[config.mk]
export PLATFORM = sky130hd
export DESIGN_NAME = hsv_to_rgb_converter_top
export DESIGN_NICKNAME = d
export VERILOG_FILES = /design/src/rtl/hsvrgb_pkg.sv /design/src/rtl/hsv_to_rgb_converter_top.sv /design/src/rtl/hsvrgb_sector_map.sv
export SDC_FILE = /design/constraint.sdc
export NUM_CORES = 2
export LEC_CHECK = 0
export BUFFER_PORTS_ARGS = -buffer_cell sky130_fd_sc_hd__buf_2
export CORE_MARGIN = 4
export CORE_UTILIZATION = 45
export DETAILED_ROUTE_END_ITERATION = 8
export GPL_ROUTABILITY_DRIVEN = 0
export PLACE_DENSITY = 0.67
export SYNTH_ARGS = -nofsm -noshare
export SYNTH_HDL_FRONTEND = slang
export SYNTH_SLANG_ARGS = --single-unit
[constraint.sdc]
create_clock -name clock -period 24.5 [get_ports clock]
set_input_delay 4.9 -clock clock [delete_from_list [all_inputs] [get_ports clock]]
set_output_delay 4.9 -clock clock [all_outputs]
set_load 0.01 [all_outputs]
[src/rtl/hsvrgb_pkg.sv]
package hsvrgb_pkg;

   // field widths
   localparam int HUE_W   = 16;
   localparam int CHAN_W  = 8;
   localparam int HU_W    = 15;   // wrapped hue 0..23039
   localparam int FRAC_W  = 12;   // sector fraction 0..3839
   localparam int COMP_W  = 13;   // 3840 - fraction, 1..3840
   localparam int NUM_W   = 20;   // scaled numerators up to 255*3840
   localparam int XQ_W    = 28;   // value times numerator
   localparam int XP_W    = 16;   // value times (255 - saturation)
   localparam int QE_W    = 9;    // quotient estimate before correction
   localparam int RQ_W    = 41;   // reciprocal product for q and t
   localparam int RP_W    = 25;   // reciprocal product for p
   localparam int REM_W   = 21;

   // hue wrap constants in 1/64 degree
   localparam logic signed [HUE_W:0] TURN_POS   = 17'sd23040;
   localparam logic signed [HUE_W:0] TURN_NEG   = -17'sd23040;
   localparam logic signed [HUE_W:0] TWO_TURNS  = 17'sd46080;

   // sector boundaries
   localparam logic [HU_W-1:0] SECTOR_UNITS = 15'd3840;
   localparam logic [HU_W-1:0] BOUND_1 = 15'd3840;
   localparam logic [HU_W-1:0] BOUND_2 = 15'd7680;
   localparam logic [HU_W-1:0] BOUND_3 = 15'd11520;
   localparam logic [HU_W-1:0] BOUND_4 = 15'd15360;
   localparam logic [HU_W-1:0] BOUND_5 = 15'd19200;

   // scaling constants
   localparam logic [CHAN_W-1:0] FULL_SCALE = 8'd255;
   localparam logic [NUM_W-1:0]  DEN        = 20'd979200;   // 255 * 3840
   localparam logic [XQ_W-1:0]   HALF_DEN   = 28'd489600;
   localparam logic [XP_W-1:0]   HALF_SCALE = 16'd127;

   // floor(m / 3825) via reciprocal 2^32 / 3825, low by at most one
   localparam logic [NUM_W-1:0]  DEN_LOW     = 20'd3825;   // DEN / 256
   localparam logic [RQ_W-1:0]   RECIP_DEN   = 41'd1122867;
   // floor(n / 255) via reciprocal 2^16 / 255, low by at most one
   localparam logic [RP_W-1:0]   RECIP_SCALE = 25'd257;

   typedef enum logic [2:0] {
      SECTOR_0 = 3'd0,
      SECTOR_1 = 3'd1,
      SECTOR_2 = 3'd2,
      SECTOR_3 = 3'd3,
      SECTOR_4 = 3'd4,
      SECTOR_5 = 3'd5
   } sector_type;

   typedef struct packed {
      logic [CHAN_W-1:0] v;
      logic [CHAN_W-1:0] p;
      logic [CHAN_W-1:0] q;
      logic [CHAN_W-1:0] t;
   } levels_type;

   typedef struct packed {
      logic [CHAN_W-1:0] blue;
      logic [CHAN_W-1:0] green;
      logic [CHAN_W-1:0] red;
   } rgb_type;

endpackage

[src/rtl/hsv_to_rgb_converter_top.sv]
// HSV to RGB pixel converter
//
// input stream req_*: one pixel per transaction, hue in 1/64 degree (signed),
// saturation and brightness as fractions of 255. result stream rsp_*: one
// RGB pixel per transaction, in the same order.
//
// six register stages: hue wrap, sector split, scaled numerators, value
// products, reciprocal quotient estimate, correction with sector table into
// the output register. one pixel is taken every cycle while the receiver
// keeps rsp_tready high.
//
// every stage keeps a valid bit and loads when it is empty or the stage after
// it moves, so a stalled receiver holds the output register and bubbles in
// the pipe still close up; req_tready falls only once all stages are full.
// reset clears the valid bits, the pipe is then empty and ready.
module hsv_to_rgb_converter_top (
   input  logic        clock,
   input  logic        reset,
   input  logic        req_tvalid,
   output logic        req_tready,
   input  logic [31:0] req_tdata,   // hue[15:0], saturation[23:16], brightness[31:24]
   output logic        rsp_tvalid,
   input  logic        rsp_tready,
   output logic [23:0] rsp_tdata    // red[7:0], green[15:8], blue[23:16]
);
   import hsvrgb_pkg::*;

   localparam int STAGES = 6;

   logic [STAGES-1:0] vld_ff, vld_in, rdy;

   // stage 1 registers
   logic [HU_W-1:0]   hu1_ff, hu1_in;
   logic [CHAN_W-1:0] sat1_ff, val1_ff;
   // stage 2 registers
   sector_type        sec2_ff, sec2_in;
   logic [FRAC_W-1:0] frac2_ff, frac2_in;
   logic [CHAN_W-1:0] sat2_ff, val2_ff;
   // stage 3 registers
   sector_type        sec3_ff;
   logic [NUM_W-1:0]  qa3_ff, qa3_in, ta3_ff, ta3_in;
   logic [CHAN_W-1:0] ps3_ff, ps3_in, val3_ff;
   // stage 4 registers
   sector_type        sec4_ff;
   logic [XQ_W-1:0]   xq4_ff, xq4_in, xt4_ff, xt4_in;
   logic [XP_W-1:0]   xp4_ff, xp4_in;
   logic [CHAN_W-1:0] val4_ff;
   // stage 5 registers
   sector_type        sec5_ff;
   logic [NUM_W-1:0]  mq5_ff, mq5_in, mt5_ff, mt5_in;
   logic [XP_W-1:0]   np5_ff, np5_in;
   logic [QE_W-1:0]   eq5_ff, eq5_in, et5_ff, et5_in, ep5_ff, ep5_in;
   logic [CHAN_W-1:0] val5_ff;
   // output register
   rgb_type           rgb_ff, rgb_in;

   logic signed [HUE_W:0] hue_ext;
   logic [XQ_W-1:0]       sumq, sumt;
   logic [RQ_W-1:0]       prodq, prodt;
   logic [RP_W-1:0]       prodp;
   logic [COMP_W-1:0]     comp3;
   logic [REM_W-1:0]      remq, remt, remp;
   logic [QE_W-1:0]       fq, ft, fp;
   levels_type            levels;

   // ready chain, a stage loads when empty or when its successor moves
   always_comb begin
      rdy[STAGES-1] = !vld_ff[STAGES-1] || rsp_tready;
      for (int i = STAGES - 2; i >= 0; i--) begin
         rdy[i] = !vld_ff[i] || rdy[i+1];
      end
      vld_in = {vld_ff[STAGES-2:0], req_tvalid};
   end

   always_ff @(posedge clock) begin
      for (int i = 0; i < STAGES; i++) begin
         if (reset) begin
            vld_ff[i] <= 1'b0;
         end else if (rdy[i]) begin
            vld_ff[i] <= vld_in[i];
         end
      end
   end

   assign req_tready = rdy[0];

   // stage 1: wrap hue into one turn
   always_comb begin
      hue_ext = {req_tdata[HUE_W-1], req_tdata[HUE_W-1:0]};
      if (hue_ext < TURN_NEG) begin
         hu1_in = HU_W'(hue_ext + TWO_TURNS);
      end else if (hue_ext < 17'sd0) begin
         hu1_in = HU_W'(hue_ext + TURN_POS);
      end else if (hue_ext >= TURN_POS) begin
         hu1_in = HU_W'(hue_ext - TURN_POS);
      end else begin
         hu1_in = HU_W'(hue_ext);
      end
   end

   always_ff @(posedge clock) begin
      if (rdy[0]) begin
         hu1_ff  <= hu1_in;
         sat1_ff <= req_tdata[23:16];
         val1_ff <= req_tdata[31:24];
      end
   end

   // stage 2: sector and fraction within the sector
   always_comb begin
      logic [HU_W-1:0] base;
      if (hu1_ff < BOUND_1) begin
         sec2_in = SECTOR_0; base = '0;
      end else if (hu1_ff < BOUND_2) begin
         sec2_in = SECTOR_1; base = BOUND_1;
      end else if (hu1_ff < BOUND_3) begin
         sec2_in = SECTOR_2; base = BOUND_2;
      end else if (hu1_ff < BOUND_4) begin
         sec2_in = SECTOR_3; base = BOUND_3;
      end else if (hu1_ff < BOUND_5) begin
         sec2_in = SECTOR_4; base = BOUND_4;
      end else begin
         sec2_in = SECTOR_5; base = BOUND_5;
      end
      frac2_in = FRAC_W'(hu1_ff - base);
   end

   always_ff @(posedge clock) begin
      if (rdy[1]) begin
         sec2_ff  <= sec2_in;
         frac2_ff <= frac2_in;
         sat2_ff  <= sat1_ff;
         val2_ff  <= val1_ff;
      end
   end

   // stage 3: numerators D - S*F, D - S*(3840 - F) and 255 - S
   always_comb begin
      comp3  = COMP_W'(SECTOR_UNITS) - {1'b0, frac2_ff};
      qa3_in = DEN - (NUM_W'(sat2_ff) * NUM_W'(frac2_ff));
      ta3_in = DEN - (NUM_W'(sat2_ff) * NUM_W'(comp3));
      ps3_in = FULL_SCALE - sat2_ff;
   end

   always_ff @(posedge clock) begin
      if (rdy[2]) begin
         sec3_ff <= sec2_ff;
         qa3_ff  <= qa3_in;
         ta3_ff  <= ta3_in;
         ps3_ff  <= ps3_in;
         val3_ff <= val2_ff;
      end
   end

   // stage 4: scale by value
   always_comb begin
      xq4_in = XQ_W'(val3_ff) * XQ_W'(qa3_ff);
      xt4_in = XQ_W'(val3_ff) * XQ_W'(ta3_ff);
      xp4_in = XP_W'(val3_ff) * XP_W'(ps3_ff);
   end

   always_ff @(posedge clock) begin
      if (rdy[3]) begin
         sec4_ff <= sec3_ff;
         xq4_ff  <= xq4_in;
         xt4_ff  <= xt4_in;
         xp4_ff  <= xp4_in;
         val4_ff <= val3_ff;
      end
   end

   // stage 5: add half divisor, quotient estimate by reciprocal
   always_comb begin
      sumq   = xq4_ff + HALF_DEN;
      sumt   = xt4_ff + HALF_DEN;
      mq5_in = sumq[XQ_W-1:8];
      mt5_in = sumt[XQ_W-1:8];
      prodq  = RQ_W'(mq5_in) * RECIP_DEN;
      prodt  = RQ_W'(mt5_in) * RECIP_DEN;
      eq5_in = prodq[RQ_W-1:32];
      et5_in = prodt[RQ_W-1:32];
      np5_in = xp4_ff + HALF_SCALE;
      prodp  = RP_W'(np5_in) * RECIP_SCALE;
      ep5_in = prodp[RP_W-1:16];
   end

   always_ff @(posedge clock) begin
      if (rdy[4]) begin
         sec5_ff <= sec4_ff;
         mq5_ff  <= mq5_in;
         mt5_ff  <= mt5_in;
         np5_ff  <= np5_in;
         eq5_ff  <= eq5_in;
         et5_ff  <= et5_in;
         ep5_ff  <= ep5_in;
         val5_ff <= val4_ff;
      end
   end

   // stage 6: one-step correction of each estimate
   always_comb begin
      remq = REM_W'(mq5_ff) - REM_W'(eq5_ff) * REM_W'(DEN_LOW);
      remt = REM_W'(mt5_ff) - REM_W'(et5_ff) * REM_W'(DEN_LOW);
      remp = REM_W'(np5_ff) - REM_W'(ep5_ff) * REM_W'(FULL_SCALE);
      fq   = (remq >= REM_W'(DEN_LOW))    ? eq5_ff + 1'b1 : eq5_ff;
      ft   = (remt >= REM_W'(DEN_LOW))    ? et5_ff + 1'b1 : et5_ff;
      fp   = (remp >= REM_W'(FULL_SCALE)) ? ep5_ff + 1'b1 : ep5_ff;
      // zero saturation makes p, q and t equal the value, so grey needs no bypass
      levels.v = val5_ff;
      levels.p = fp[CHAN_W-1:0];
      levels.q = fq[CHAN_W-1:0];
      levels.t = ft[CHAN_W-1:0];
   end

   hsvrgb_sector_map u_sector_map (
      .sector (sec5_ff),
      .levels (levels),
      .rgb    (rgb_in)
   );

   always_ff @(posedge clock) begin
      if (rdy[5]) begin
         rgb_ff <= rgb_in;
      end
   end

   assign rsp_tvalid = vld_ff[STAGES-1];
   assign rsp_tdata  = rgb_ff;

   // an empty output register must let the whole pipe take a pixel
   a_ready_when_drained: assert property (@(posedge clock) disable iff (reset)
      !rsp_tvalid |-> req_tready)
      else $error("input stalled while output register empty");

   // reciprocal estimates may be low by one at most
   a_q_estimate: assert property (@(posedge clock) disable iff (reset)
      vld_ff[4] |-> (remq < 2 * REM_W'(DEN_LOW)) && (remt < 2 * REM_W'(DEN_LOW)))
      else $error("q or t quotient estimate out of range");

   a_p_estimate: assert property (@(posedge clock) disable iff (reset)
      vld_ff[4] |-> remp < 2 * REM_W'(FULL_SCALE))
      else $error("p quotient estimate out of range");

endmodule

[src/rtl/hsvrgb_sector_map.sv]
module hsvrgb_sector_map (
   input  hsvrgb_pkg::sector_type sector,
   input  hsvrgb_pkg::levels_type levels,
   output hsvrgb_pkg::rgb_type    rgb
);
   import hsvrgb_pkg::*;

   // standard sector table
   always_comb begin
      unique case (sector)
         SECTOR_0: begin
            rgb.red = levels.v; rgb.green = levels.t; rgb.blue = levels.p;
         end
         SECTOR_1: begin
            rgb.red = levels.q; rgb.green = levels.v; rgb.blue = levels.p;
         end
         SECTOR_2: begin
            rgb.red = levels.p; rgb.green = levels.v; rgb.blue = levels.t;
         end
         SECTOR_3: begin
            rgb.red = levels.p; rgb.green = levels.q; rgb.blue = levels.v;
         end
         SECTOR_4: begin
            rgb.red = levels.t; rgb.green = levels.p; rgb.blue = levels.v;
         end
         default: begin
            rgb.red = levels.v; rgb.green = levels.p; rgb.blue = levels.q;
         end
      endcase
   end

endmodule
# Yosys cells after proc, flatten, opt, wreduce, memory -nomap -nowiden
# Index checks and enable logic that the tools add are counted.
[totals]
regBits = 328
in_bits = 36
out_inout_bits = 26
elab_cells = 110
[op_classes]
add_sub_neg = 17
multipliers = 11
n_lt_le_gt_ge = 11
eq_ne = 4
n_mux = 16
reduce_logical = 15
[op_table]
columns = ["op", "count"]
rows = [
  ["$pmux W24 S5", 1],
  ["$mul A20 B21 Y41 const B", 2],
  ["$add A28 B19 Y28 const B", 2],
  ["$mul A8 B20 Y28", 2],
  ["$mux W12", 4],
  ["$mux W15", 3],
  ["$ge A21 B12 Y1 const B", 2],
  ["$mul A9 B12 Y21 const B", 2],
  ["$sub A20 B21 Y21", 2],
  ["$sub A20 B20 Y20 const A", 2],
  ["$add A15 B15 Y15 const B", 2],
  ["$lt A15 B14 Y1 const B", 2],
  ["$mul A16 B9 Y25 const B", 1],
  ["$add A8 B1 Y8 const B", 3],
  ["$mux W8", 3],
  ["$ge A21 B8 Y1 const B", 1],
  ["$mul A8 B12 Y20", 1],
  ["$mul A8 B13 Y20", 1],
  ["$sub A16 B17 Y18", 1],
  ["$mul A9 B8 Y17 const B", 1],
  ["$add A16 B7 Y16 const B", 1],
  ["$ge A16 B16 Y1 const B", 1],
  ["$lt A16 B1 Y1 const B", 1],
  ["$lt A16 B16 Y1 const B", 1],
  ["19 further kinds", 32],
]

# Logic depth before layout (Yosys ltp)
[logic_depth]
ltp_word = 7
mapped_depth = 34
depth_no_buf = 34

# Modules after synthesis
# From an unflattened synthesis, not the netlist that was laid out.
[hier_totals]
hier_cells = 4824
hier_area_um2 = 48745.5
[by_module_without_submodules]
columns = ["module", "instances", "cells_each", "area_each_um2", "seq_area_each_um2"]
rows = [
  ["hsv_to_rgb_converter_top", 1, 4701, 47939.7, 9339.0],
  ["hsvrgb_sector_map", 1, 123, 805.8, 0.0],
]

# Least setup slack after synthesis
# Ideal clock, no wire load.
[synth_timing]
kind = "input -> output"
from = "input rsp_tready"
to = "output req_tready"
t_arrival_ps = 6483
setup_slack_ps = 13117
stages = 4
path_buffers = 1
path_cell_list = "nor2b_1 > and3_1 > clkbuf_1 > nand4_1"
[synth_between]
elab_chain_len = 6
[synth_lines]
columns = ["item", "line", "text"]
rows = [
  ["from (decl)", "hsv_to_rgb_converter_top.sv:23", "input logic rsp_tready,"],
  ["$logic_or A1 B1 Y1", "hsv_to_rgb_converter_top.sv:68", "rdy[STAGES-1] = !vld_ff[STAGES-1] || rsp_tready;"],
  ["$logic_or A1 B1 Y1 (5 in a row)", "hsv_to_rgb_converter_top.sv:70", "rdy[i] = !vld_ff[i] || rdy[i+1];"],
  ["to (decl)", "hsv_to_rgb_converter_top.sv:20", "output logic req_tready,"],
]
# No other way between the ends.

# Final worst setup path
# Same ends and word-level chain as after synthesis.

==> impl_metrics.csv <==
group,metric,value,unit
worst_setup_path,cp_slowest_cell,"nor2b_1",
route,wirelength,98970,µm
route,vias,32792,
sta,tightest_slew,1159,ps
synth,synthesis.nets,6433,
floorplanning,die_y,337.7,µm
worst_hold_path,hold_path_depth,0,
floorplanning,core_area,107500,µm²
global_route,overflow,0,
sta,final-hold-violation-count,0,
sta,finalCritPeriodShare,47.28,%
worst_setup_path,crit_buf_inv,3,
sta,fin_hold_ws,413.1,ps
flow_run,drv_cap,0,
worst_setup_path,start_kind,"input port",
floorplanning,initial_core_util,45.50,%
sta,setup_viol,0,
sta,finalMaxSlewViolations,0,
clocking,cts_root_buffer,"clkbuf_16",
synth,seq_area_frac_synth,19.09,%
route,ant_nets,0,
worst_setup_path,cp-end-kind,"primary output",
synth,synth-edff-count,307,
worst_setup_path,path_class,"input port to primary output",
run_status,outcome,"finished, final reports clean",
finish,fillers,9935,
placement,portBuffers,61,
clocking,clock-sinks,313,
worst_setup_path,worstPathArrival,6680,ps
worst_setup_path,path_cells,"buf_2 -> nor2b_1 -> and3_1 -> nand4_1 -> buf_4 -> buf_2",
route,drc,0,
worst_setup_path,critical-path-max-stage-delay,620,ps
sta,min_period,11580,ps
global_route,grt_pass1_wl,170300,µm
finish,diodes,0,
sta,rsz0062_at_grt,"no",
global_route,grt_usage,18.24,%
clocking,cts.repair.resized,0,
global_route,antenna_found_initial,5,
sta,setup_tns,0,ps
route,viasPerCell,5.147,
synth,synthArstFlopShare,0,%
worst_setup_path,reg2reg_slack,15620,ps
floorplanning,rows,120,
worst_hold_path,hold_path_class,"flip-flop to flip-flop",
synth,netlist_top_cells_area,"fa_1 (28%), ha_1 (20%), edfxtp_1 (19%)",
synth,synth-warning-count,0,
worst_setup_path,r2r_cells,33,
synth,syn_inst,4911,
route,first_iter_violations,1770,
worst_hold_path,hold_start,"hu1_ff[5]",
floorplanning,dieArea,114000,µm²
route,drtPass1Iterations,7,
worst_setup_path,critical_path.max_fanout,33,
route,wl_per_cell,15.53,µm
global_route,grt_max_degree,70,
finish,nNetsFinal,6463,
floorplanning,num_io_pins,62,
clocking,clk_path_buf_depth,3,
finish,post-route-util,48.43,%
finish,syn_to_final_growth,6.430,%
worst_setup_path,worst_path_most_repeated_cell,"buf_2",
worst_setup_path,required,19600,ps
worst_setup_path,cp_top_family,"simple AND/OR/NAND/NOR gates",
clocking,cts_buffers,38,
sta,fmax,86.32,MHz
synth,synth-main-ff-cell,"edfxtp_1",
sta,slew_headroom,22.72,%
worst_setup_path,timing.rr.start,"xt4_ff[7]",
clocking,cts_tree,"built",
synth,syn_area,48920,µm²
worst_hold_path,worstHoldEndpoint,"frac2_ff[5]",
floorplanning,die_x,337.7,µm
clocking,clk_latency,570,ps
synth,synth_most_common_cell,"inv_1",
synth,synthTopCellsByCount,"inv_1 (1072), ha_1 (801), fa_1 (685)",
clocking,htree_levels,2,
clocking,cts_setup_buffers,0,
clocking,cts_hold_buf,0,
worst_setup_path,reg2reg_to,"et5_ff[6]",
synth,yosysTopAreaCellShare,28.03,%
synth,synth-seq-cells,313,
synth,ys_types,92,
synth,syn_avg_cell_area,9.961,µm²
synth,netlist.top_cell.by_area,"fa_1",
placement,post-dp-hpwl,80770,µm
finish,final_layout_size_suffix_gt1_share,4.147,%
global_route,grt_pass1_vias,34191,
clocking,path_clk_slew,50,ps
sta,fin_skew,22.66,ps
## how the worst max path moves through the flow
stage / startpoint / end / slack (ps) / depth (start not counted)
floorplan: rsp_tready / req_tready / 13120 / 4
global placement: rsp_tready / req_tready / 12930 / 6
detailed placement: rsp_tready / req_tready / 12910 / 6
CTS: rsp_tready / req_tready / 12910 / 6
global route: rsp_tready / req_tready / 12820 / 6
finish: rsp_tready / req_tready / 12920 / 6
## per-stage QoR
step                      cells  cell area, µm²  worst slack (ps)
after floorplan            4911           48920             13120
after global placement     6304           50850             12930
after detailed placement   6304           50850             12910
after CTS                  6371           52060             12910
after global routing       6371           52060             12820
final                      6371           52060             12920
## kinds of logic (layout without fill, tap and decap cells)
| logic type | after synthesis | in the layout | synth area share, % |
|---|---|---|---|
| multiplexers | 19 | 19 | 0.4118 |
| AO/OA/AOI/OAI | 552 | 552 | 7.551 |
| flip-flops | 313 | 313 | 19.09 |
| AND/OR/NAND/NOR | 1148 | 1148 | 11.53 |
| XOR/XNOR | 213 | 213 | 3.814 |
| buffers and inverters | 1179 | 1236 | 9.057 |
| adder cells (fa/ha/maj) | 1487 | 1487 | 48.54 |
## flip-flops by register name, indices dropped and copies added (netlist names), 12 cells and up
signal / cells
xt4_ff: 21
ta3_ff: 19
frac2_ff: 12
xp4_ff: 16
xq4_ff: 21
mq5_ff: 20
hu1_ff: 15
qa3_ff: 20
mt5_ff: 20
rsp_tdata: 24
np5_ff: 16
## layout by cell type, fill, tap and decap left out, drive strengths merged, types with 106 or more instances in the layout
cell type,netlist,routed
edfxtp,307,307
xnor2,137,137
o21ai,106,106
nand2,421,421
inv,1072,1077
ha,801,801
and2,277,277
a21oi,143,143
fa,685,685
nor2,184,184
## worst reg2reg max path, delay by kind of cell (launching register included)
kind                       cells  cell delay [ps]
AOI/OAI and AO/OA              7             1330
xor gates and xnor gates       2              510
adders and majority gates      9             3910
buffers and inverters          5              400
DFF                            1              420
and+or+nand+nor               10             2070
## metal layers
layer / global-route usage (%) / up-vias / routed length, µm
met1: 25.31 / 16169 / 46110
li1: - / 15880 / -
met4: 3.975 / 0 / 2139
met3: 2.264 / 135 / 4144
met5: 0 / - / 0
met2: 30.77 / 608 / 46570
## area by class of cell
cell class / instances / area, µm² / share of cell area [%]
Clock inverter: 24 / 219.0 / 0.4206
Multi-Input combinational cell: 3419 / 35160 / 67.54
Sequential cell: 313 / 9339 / 17.94
Inverter: 1073 / 4028 / 7.736
Tap cell: 1403 / 1755 / 3.372
Clock buffer: 43 / 991.0 / 1.903
Timing Repair Buffer: 96 / 568.0 / 1.091
Power is not shown: default switching activity piles up to over one toggle a cycle in this logic, so the estimate is an artifact.
